[config.mk]
export PLATFORM = sky130hd
export DESIGN_NAME = periodic_task_request_scheduler
export DESIGN_NICKNAME = d
export VERILOG_FILES = /design/src/hw/rtl/pts_pkg.sv /design/src/hw/rtl/pts_task_cell.sv /design/src/hw/rtl/periodic_task_request_scheduler.sv
export VERILOG_INCLUDE_DIRS = /design/src /design/src/hw/rtl
export SDC_FILE = /design/constraint.sdc
export NUM_CORES = 1
export LEC_CHECK = 0
export BUFFER_PORTS_ARGS = -buffer_cell sky130_fd_sc_hd__clkbuf_2
export CAP_MARGIN = 20
export CORE_ASPECT_RATIO = 0.7
export CORE_UTILIZATION = 50
export CTS_CLUSTER_DIAMETER = 50
export DETAILED_ROUTE_END_ITERATION = 8
export HOLD_SLACK_MARGIN = 0.03
export PLACE_DENSITY_LB_ADDON = 0.08
export REMOVE_ABC_BUFFERS = 1
export SYNTH_ARGS = -nofsm -noshare
export SYNTH_HDL_FRONTEND = slang
export SYNTH_SLANG_ARGS = --single-unit
export TNS_END_PERCENT = 10
[constraint.sdc]
create_clock -name i_clk -period 10.7 [get_ports i_clk]
set_input_delay 0 -clock i_clk [delete_from_list [all_inputs] [get_ports i_clk]]
set_output_delay 0 -clock i_clk [all_outputs]
set_load 0.005 [all_outputs]
[src/hw/rtl/assert_macros.svh]
// assertion helper macros for the scheduler rtl
`ifndef ASSERT_MACROS_SVH
`define ASSERT_MACROS_SVH

`ifndef SYNTHESIS

// property that must hold at every clock edge out of reset
`define PTS_ASSERT(lbl, prop) \
    lbl: assert property (@(posedge i_clk) disable iff (!i_rst_n) (prop)) \
        else $error("scheduler assertion failed");

// condition in one cycle implies consequence in the next
`define PTS_ASSERT_NEXT(lbl, cond, cons) \
    lbl: assert property (@(posedge i_clk) disable iff (!i_rst_n) (cond) |=> (cons)) \
        else $error("scheduler assertion failed");

`else

`define PTS_ASSERT(lbl, prop)
`define PTS_ASSERT_NEXT(lbl, cond, cons)

`endif

`endif

[src/hw/rtl/pts_pkg.sv]
// types and constants shared by the scheduler modules
package pts_pkg;

    localparam int MAX_TASKS = 4;

    // operation codes
    typedef enum logic [2:0] {
        OP_TICK     = 3'd0,
        OP_RAISE    = 3'd1,
        OP_CANCEL   = 3'd2,
        OP_SET_PEND = 3'd3,
        OP_CLR_PEND = 3'd4,
        OP_POLL     = 3'd5
    } t_op;

    // configuration register indexes
    localparam logic [3:0] CFG_AUTO_BASE  = 4'd0;
    localparam logic [3:0] CFG_LIMIT_BASE = 4'd4;

    // input request payload
    typedef struct packed {
        logic [2:0]  operation;
        logic [1:0]  task_index;
        logic [31:0] now;
    } t_in_req;

    // result payload
    typedef struct packed {
        logic [3:0] pending_mask;
        logic       any_pending;
        logic [3:0] fired_mask;
        logic       task_is_pending;
    } t_out_req;

    // per-request control broadcast to every cell
    typedef struct packed {
        logic        accept;
        logic [2:0]  op;
        logic [31:0] dt;
    } t_cell_ctl;

    // configuration write strobes for one cell
    typedef struct packed {
        logic        auto_we;
        logic        limit_we;
        logic [23:0] data;
    } t_cell_cfg;

    // data handed from cell to cell along the chain
    typedef struct packed {
        logic [3:0] pend_mask;
        logic [3:0] fired_mask;
        logic       sel_pend;
    } t_chain;

endpackage

[src/hw/rtl/pts_task_cell.sv]
// one task cell: counter, request flag, pending bit and its two periods
module pts_task_cell
    import pts_pkg::*;
(
    input  logic      i_clk,
    input  logic      i_rst_n,
    input  t_cell_ctl i_ctl,
    input  t_cell_cfg i_cfg,
    input  logic      i_sel,
    input  t_chain    i_chain,
    output t_chain    o_chain
);

    logic [31:0] r_elapsed;
    logic        r_req;
    logic        r_pend;
    logic [23:0] r_auto;
    logic [23:0] r_limit;

    logic [31:0] n_elapsed;
    logic        n_req;
    logic        n_pend;
    logic        w_fired;

    logic [32:0] w_sum;
    logic [31:0] w_cnt;
    logic        w_may_fire;
    logic        w_auto_fire;

    // saturating counter update and firing decision
    assign w_sum       = {1'b0, r_elapsed} + {1'b0, i_ctl.dt};
    assign w_cnt       = w_sum[32] ? 32'hFFFF_FFFF : w_sum[31:0];
    assign w_may_fire  = (r_limit == 24'd0) || (w_cnt >= {8'd0, r_limit});
    assign w_auto_fire = (r_auto != 24'd0) && (w_cnt >= {8'd0, r_auto});

    // next state per operation
    always_comb begin
        n_elapsed = r_elapsed;
        n_req     = r_req;
        n_pend    = r_pend;
        w_fired   = 1'b0;
        unique case (i_ctl.op)
            OP_TICK: begin
                n_elapsed = w_cnt;
                if (w_may_fire && (w_auto_fire || r_req)) begin
                    w_fired   = 1'b1;
                    n_elapsed = 32'd0;
                    n_pend    = 1'b1;
                    if (!w_auto_fire) begin
                        n_req = 1'b0;
                    end
                end
            end
            OP_RAISE: begin
                if (i_sel) begin
                    n_req = 1'b1;
                end
            end
            OP_CANCEL: begin
                if (i_sel) begin
                    n_req = 1'b0;
                end
            end
            OP_SET_PEND: begin
                if (i_sel) begin
                    n_pend = 1'b1;
                end
            end
            OP_CLR_PEND: begin
                if (i_sel) begin
                    n_pend = 1'b0;
                end
            end
            default: begin
            end
        endcase
    end

    // task state registers
    always_ff @(posedge i_clk) begin
        if (!i_rst_n) begin
            r_elapsed <= 32'd0;
            r_req     <= 1'b0;
            r_pend    <= 1'b0;
        end else if (i_ctl.accept) begin
            r_elapsed <= n_elapsed;
            r_req     <= n_req;
            r_pend    <= n_pend;
        end
    end

    // period registers
    always_ff @(posedge i_clk) begin
        if (!i_rst_n) begin
            r_auto  <= 24'd0;
            r_limit <= 24'd0;
        end else begin
            if (i_cfg.auto_we) begin
                r_auto <= i_cfg.data;
            end
            if (i_cfg.limit_we) begin
                r_limit <= i_cfg.data;
            end
        end
    end

    // shift this task's bits into the chain
    assign o_chain.pend_mask  = {i_chain.pend_mask[2:0], n_pend};
    assign o_chain.fired_mask = {i_chain.fired_mask[2:0], w_fired};
    assign o_chain.sel_pend   = i_chain.sel_pend | (i_sel & r_pend);

endmodule

[src/hw/rtl/periodic_task_request_scheduler.sv]
// top level of the rate-limited periodic task scheduler
//
//  port group   dir  handshake                 payload
//  i_in_*       in   i_in_valid / o_in_stall   t_in_req  (operation, task_index, now)
//  o_out_*      out  o_out_valid / i_out_stall t_out_req (masks, pending flags)
//  i_cfg_*      in   i_cfg_valid / o_cfg_ready index 0..7, 24 bit period data
//
// one request per cycle while o_in_stall is low; each result is registered for output.
// the cell chain updates every task counter on a tick, in the cycle it is accepted.
// a skid register holds one result while the output is stalled, so input stalls
// only when both the output and skid registers are full.
// reset is synchronous and clears all counters, flags, periods and last timestamp.
`include "assert_macros.svh"

module periodic_task_request_scheduler
    import pts_pkg::*;
#(
    parameter int TASKS = 4
) (
    input  logic        i_clk,
    input  logic        i_rst_n,
    input  logic        i_in_valid,
    output logic        o_in_stall,
    input  t_in_req     i_in_data,
    output logic        o_out_valid,
    input  logic        i_out_stall,
    output t_out_req    o_out_data,
    input  logic        i_cfg_valid,
    output logic        o_cfg_ready,
    input  logic [3:0]  i_cfg_index,
    input  logic [23:0] i_cfg_data
);

    logic [31:0] r_last_time;
    logic        r_out_valid;
    t_out_req    r_out;
    logic        r_skid_valid;
    t_out_req    r_skid;

    logic        w_accept;
    logic        w_take;
    logic        w_cfg_we;
    t_cell_ctl   w_ctl;
    t_out_req    w_res;
    t_chain      w_chain [TASKS+1];

    assign w_accept    = i_in_valid && !o_in_stall;
    assign w_take      = r_out_valid && !i_out_stall;
    assign o_in_stall  = r_skid_valid;
    assign o_cfg_ready = 1'b1;
    assign w_cfg_we    = i_cfg_valid && o_cfg_ready;

    // broadcast control for the cells
    assign w_ctl.accept = w_accept;
    assign w_ctl.op     = i_in_data.operation;
    assign w_ctl.dt     = i_in_data.now - r_last_time;

    assign w_chain[TASKS] = '0;

    // row of task cells, highest task first
    for (genvar gi = 0; gi < TASKS; gi++) begin : g_cell
        t_cell_cfg w_cfg;
        logic      w_sel;

        assign w_sel          = (i_in_data.task_index == 2'(gi));
        assign w_cfg.auto_we  = w_cfg_we && (i_cfg_index == CFG_AUTO_BASE + 4'(gi));
        assign w_cfg.limit_we = w_cfg_we && (i_cfg_index == CFG_LIMIT_BASE + 4'(gi));
        assign w_cfg.data     = i_cfg_data;

        pts_task_cell u_cell (
            .i_clk   (i_clk),
            .i_rst_n (i_rst_n),
            .i_ctl   (w_ctl),
            .i_cfg   (w_cfg),
            .i_sel   (w_sel),
            .i_chain (w_chain[gi+1]),
            .o_chain (w_chain[gi])
        );
    end

    // assemble the result
    assign w_res.pending_mask    = w_chain[0].pend_mask;
    assign w_res.any_pending     = |w_chain[0].pend_mask;
    assign w_res.fired_mask      = w_chain[0].fired_mask;
    assign w_res.task_is_pending = w_chain[0].sel_pend;

    // timestamp of the last tick
    always_ff @(posedge i_clk) begin
        if (!i_rst_n) begin
            r_last_time <= 32'd0;
        end else if (w_accept && (i_in_data.operation == OP_TICK)) begin
            r_last_time <= i_in_data.now;
        end
    end

    // output register with skid stage
    always_ff @(posedge i_clk) begin
        if (!i_rst_n) begin
            r_out_valid  <= 1'b0;
            r_skid_valid <= 1'b0;
        end else if (!r_out_valid || w_take) begin
            if (r_skid_valid) begin
                r_out_valid  <= 1'b1;
                r_skid_valid <= 1'b0;
            end else begin
                r_out_valid <= w_accept;
            end
        end else if (w_accept) begin
            r_skid_valid <= 1'b1;
        end
    end

    // result payload registers
    always_ff @(posedge i_clk) begin
        if (!r_out_valid || w_take) begin
            if (r_skid_valid) begin
                r_out <= r_skid;
            end else if (w_accept) begin
                r_out <= w_res;
            end
        end else if (w_accept) begin
            r_skid <= w_res;
        end
    end

    assign o_out_valid = r_out_valid;
    assign o_out_data  = r_out;

    // checks
    `PTS_ASSERT(a_skid_needs_out, !r_skid_valid || r_out_valid)
    `PTS_ASSERT(a_fired_pend, !o_out_valid || ~|(o_out_data.fired_mask & ~o_out_data.pending_mask))
    `PTS_ASSERT(a_any_matches_mask, !o_out_valid || (o_out_data.any_pending == (|o_out_data.pending_mask)))
    `PTS_ASSERT_NEXT(a_stall_fills_skid, w_accept && r_out_valid && i_out_stall, r_skid_valid)

endmodule
==> out/summary.txt <==
Overall power - 4600 uW
Worst R2R End - g_cell[2].u_cell.r_req$_SDFFE_PN0P_
Util after Layout - 56.63%
Commonest non-fill, non-tap cell in the layout - nand2_1
Most frequent cell on the critical path - a21o_1
Proportion of layout cells with a drive suffix above 1 - 6.730%
Core area - 57,360 um2
Layout Nets - 4,310
Initial antenna violation count - 1
HP Start - i_rst_n
Total of fill cells in the finished design - 5,415
Post-Synthesis Cell Area - 29,300 um2
Final WL - 98,980 um
Vias in the first global route - 26,960
Largest net degree at the start of global routing - 144
Initial Util - 51.08%
Multi-input combinational cell area - 19,610 um2
Leakage - 0.01294 uW
Die area - 59,590 um2
Crit path required time - 11.24 ns
Ports - 83
Slew HR - 16.48%
Sink Count - 382
Crit path capture type - register
First-pass GRT wire length - 154,400 um
WL/cell - 21.18 um
Vias - 27,980
WHS Path Cells - 2
Max IR drop VDD - 0.1064 mV
TritonCTS clock tree - yes
CTS max path bufs - 3
FF+latch area - 7848 um2
Worst r2r path cells - 39
Ys flop type - dfxtp_1
Post-DP HPWL - 74,710 um
Area leader, netlist - dfxtp_1
Remaining Overflow, GRT - 0
Clk Tree Root Cell - clkbuf_16
FF-to-FF Start - r_last_time[1]$_SDFFE_PN0P_
IO Port Bufs - 81
Vias/cell - 5.988
Hold crit path type - in -> reg
Synthesized netlist cell count - 3,839
R2R setup slack - 0.81 ns
EDFF count, synth - 20
Htree depth - 2
Min-Delay Endpoint - r_last_time[25]$_SDFFE_PN0P_
CP max-delay cell - dlygate4sd3_1
Max cap viols - 0
Total GRT Usage - 32.91%
Post-synthesis cell type count - 81
FMAX - 0.1011 GHz
Post-synthesis sequential area ratio - 26.78%
N_diodes - 0
Die X - 291.3 um
Num CTS Buffers - 48
Area contributors post-synth - dfxtp_1, ha_1, nand2_1
Arr. time, crit path - 10.43 ns
Area growth syn-to-layout - 10.86%
Worst Tran Pin Value - 1.249 ns
Crit path launch type - register
Synth top area share - 24.73%
YS warnings - 0
Status - finished clean
Slew Limit Fails - 0
CP max stage delay - 0.56 ns
Syn_area_per_cell - 7.632 um2
Seq cells post-synth - 382
Die H - 204.5 um
RSZ-0062 raised after global routing - no
FP Rows - 73
Skew-Pair Late Insertion Delay - 0.62 ns
Clk_skew - 0.02508 ns
Remaining antenna violation count - 0
Kind of critical path - reg -> reg
Crit path max fanout - 31
1st-iter DRT viols - 2,334
Clock slew at reported path FFs - 0.06 ns
Pre-antenna DRT Iters - 6
GP Congestion - 0.9592
Tmin final - 9.888 ns
Pwr Density - 141.6 nW/um2
Fin Setup TNS - 0 ns
CP Buf/Inv Count - 7
Most frequent cells in the layout - nand2_1, dfxtp_1, ha_1
DRC - 0
Final setup vio count - 0
Fraction of registers with async set/reset - 0%
CP top delay family - compound AO/OA/AOI/OAI gates
Final hold vios - 0
Fin crit share - 92.41%
## power by group
| group | internal (uW) | switching [uW] | total [uW] |
|---|---|---|---|
| logic | 549 | 920 | 1470 |
| clock network | 919 | 722 | 1640 |
| registers | 1470 | 22.9 | 1490 |
| total | 2930 | 1670 | 4600 |
## through the flow
step	hold slack, ns	setup WS (ns)	cells	area, um2
2_1_floorplan	0.1175	2.339	3633	28430
3_3_place_gp	0.2563	1.066	4507	30130
3_5_place_dp	0.2703	0.9834	4512	30170
4_1_cts	0.09190	0.6232	4669	32410
5_1_grt	0.1492	0.1360	4673	32480
6_report	0.09949	0.8118	4673	32480
## Yosys cell counts, types with 53 or more instances
| cell | number |
|---|---|
| dfxtp_1 | 362 |
| nand3_1 | 111 |
| ha_1 | 351 |
| nor2_1 | 127 |
| nand4_1 | 53 |
| inv_1 | 268 |
| nor4_1 | 65 |
| a21boi_0 | 331 |
| xor2_1 | 53 |
| nand2_1 | 773 |
| o21ai_0 | 146 |
| a21o_1 | 154 |
| xnor2_1 | 73 |
| a21oi_1 | 203 |
| clkbuf_1 | 172 |
## per-layer routing
layer	GRT usage (%)	vias to the layer above	part of all wire (%)
met5	0	-	0
met4	11.41	0	3.3
met3	4.134	161	6.5
met2	50.79	919	42
met1	47.09	13360	48
li1	-	13540	-
## timing repair
action                                  4_1_cts  5_1_grt
endpoints found under the setup margin        0        1
endpoints found under the hold margin       247        0
resized for setup                             0        4
hold buffers                                 68        0
buffers inserted                              0        0
## logic make-up after synthesis
logic type,count (synthesis),synth area share (%)
fa+ha+maj,356,15.33
compound gates,1099,25.60
other cells,1,0.01280
flops,382,26.78
simple gates,1385,21.51
buf+inv,475,6.423
mux,15,0.5765
xor+xnor,126,3.766
## worst max-delay path by stage
stage                                      startpoint                             endpoint  slack [ns]  cells after the start
after floorplan           r_last_time[1]$_SDFFE_PN0P_              o_out_data[5]$_DFFE_PP_        2.34                     32
after global placement    r_last_time[1]$_SDFFE_PN0P_                  r_skid[5]$_DFFE_PP_        1.07                     37
after detailed placement  r_last_time[1]$_SDFFE_PN0P_                  r_skid[5]$_DFFE_PP_        0.98                     37
after CTS                 r_last_time[1]$_SDFFE_PN0P_  g_cell[2].u_cell.r_req$_SDFFE_PN0P_        0.62                     39
after global routing      r_last_time[1]$_SDFFE_PN0P_  g_cell[2].u_cell.r_req$_SDFFE_PN0P_        0.14                     39
final                     r_last_time[1]$_SDFFE_PN0P_  g_cell[2].u_cell.r_req$_SDFFE_PN0P_        0.81                     39
## area by class of cell
cell class	count	share of cell area (%)
clock buffer	58	3.813
clock inverter	31	0.9707
inverter	269	3.120
multi-input combinational	2982	60.38
sequential	382	24.16
tap	750	2.889
timing repair buffer	201	4.669
## flip-flops by register name (all words and copies together), names as in the netlist
register                 cells
g_cell.u_cell.r_auto        96
g_cell.u_cell.r_elapsed    128
g_cell.u_cell.r_limit       96
g_cell.u_cell.r_pend         4
g_cell.u_cell.r_req          4
o_in_stall                   1
o_out_data                  10
o_out_valid                  1
r_last_time                 32
r_skid                      10
## worst register-to-register path: cells and delay by family (launching register included)
family / cells / cell delay, ns
compound gates: 23 / 5.15
xor+xnor: 1 / 0.17
fa+ha+maj: 3 / 1.01
buf+inv: 7 / 1.84
flops: 1 / 0.38
simple gates: 5 / 1.26
No activity file was read; power rests on OpenSTA's default activity.
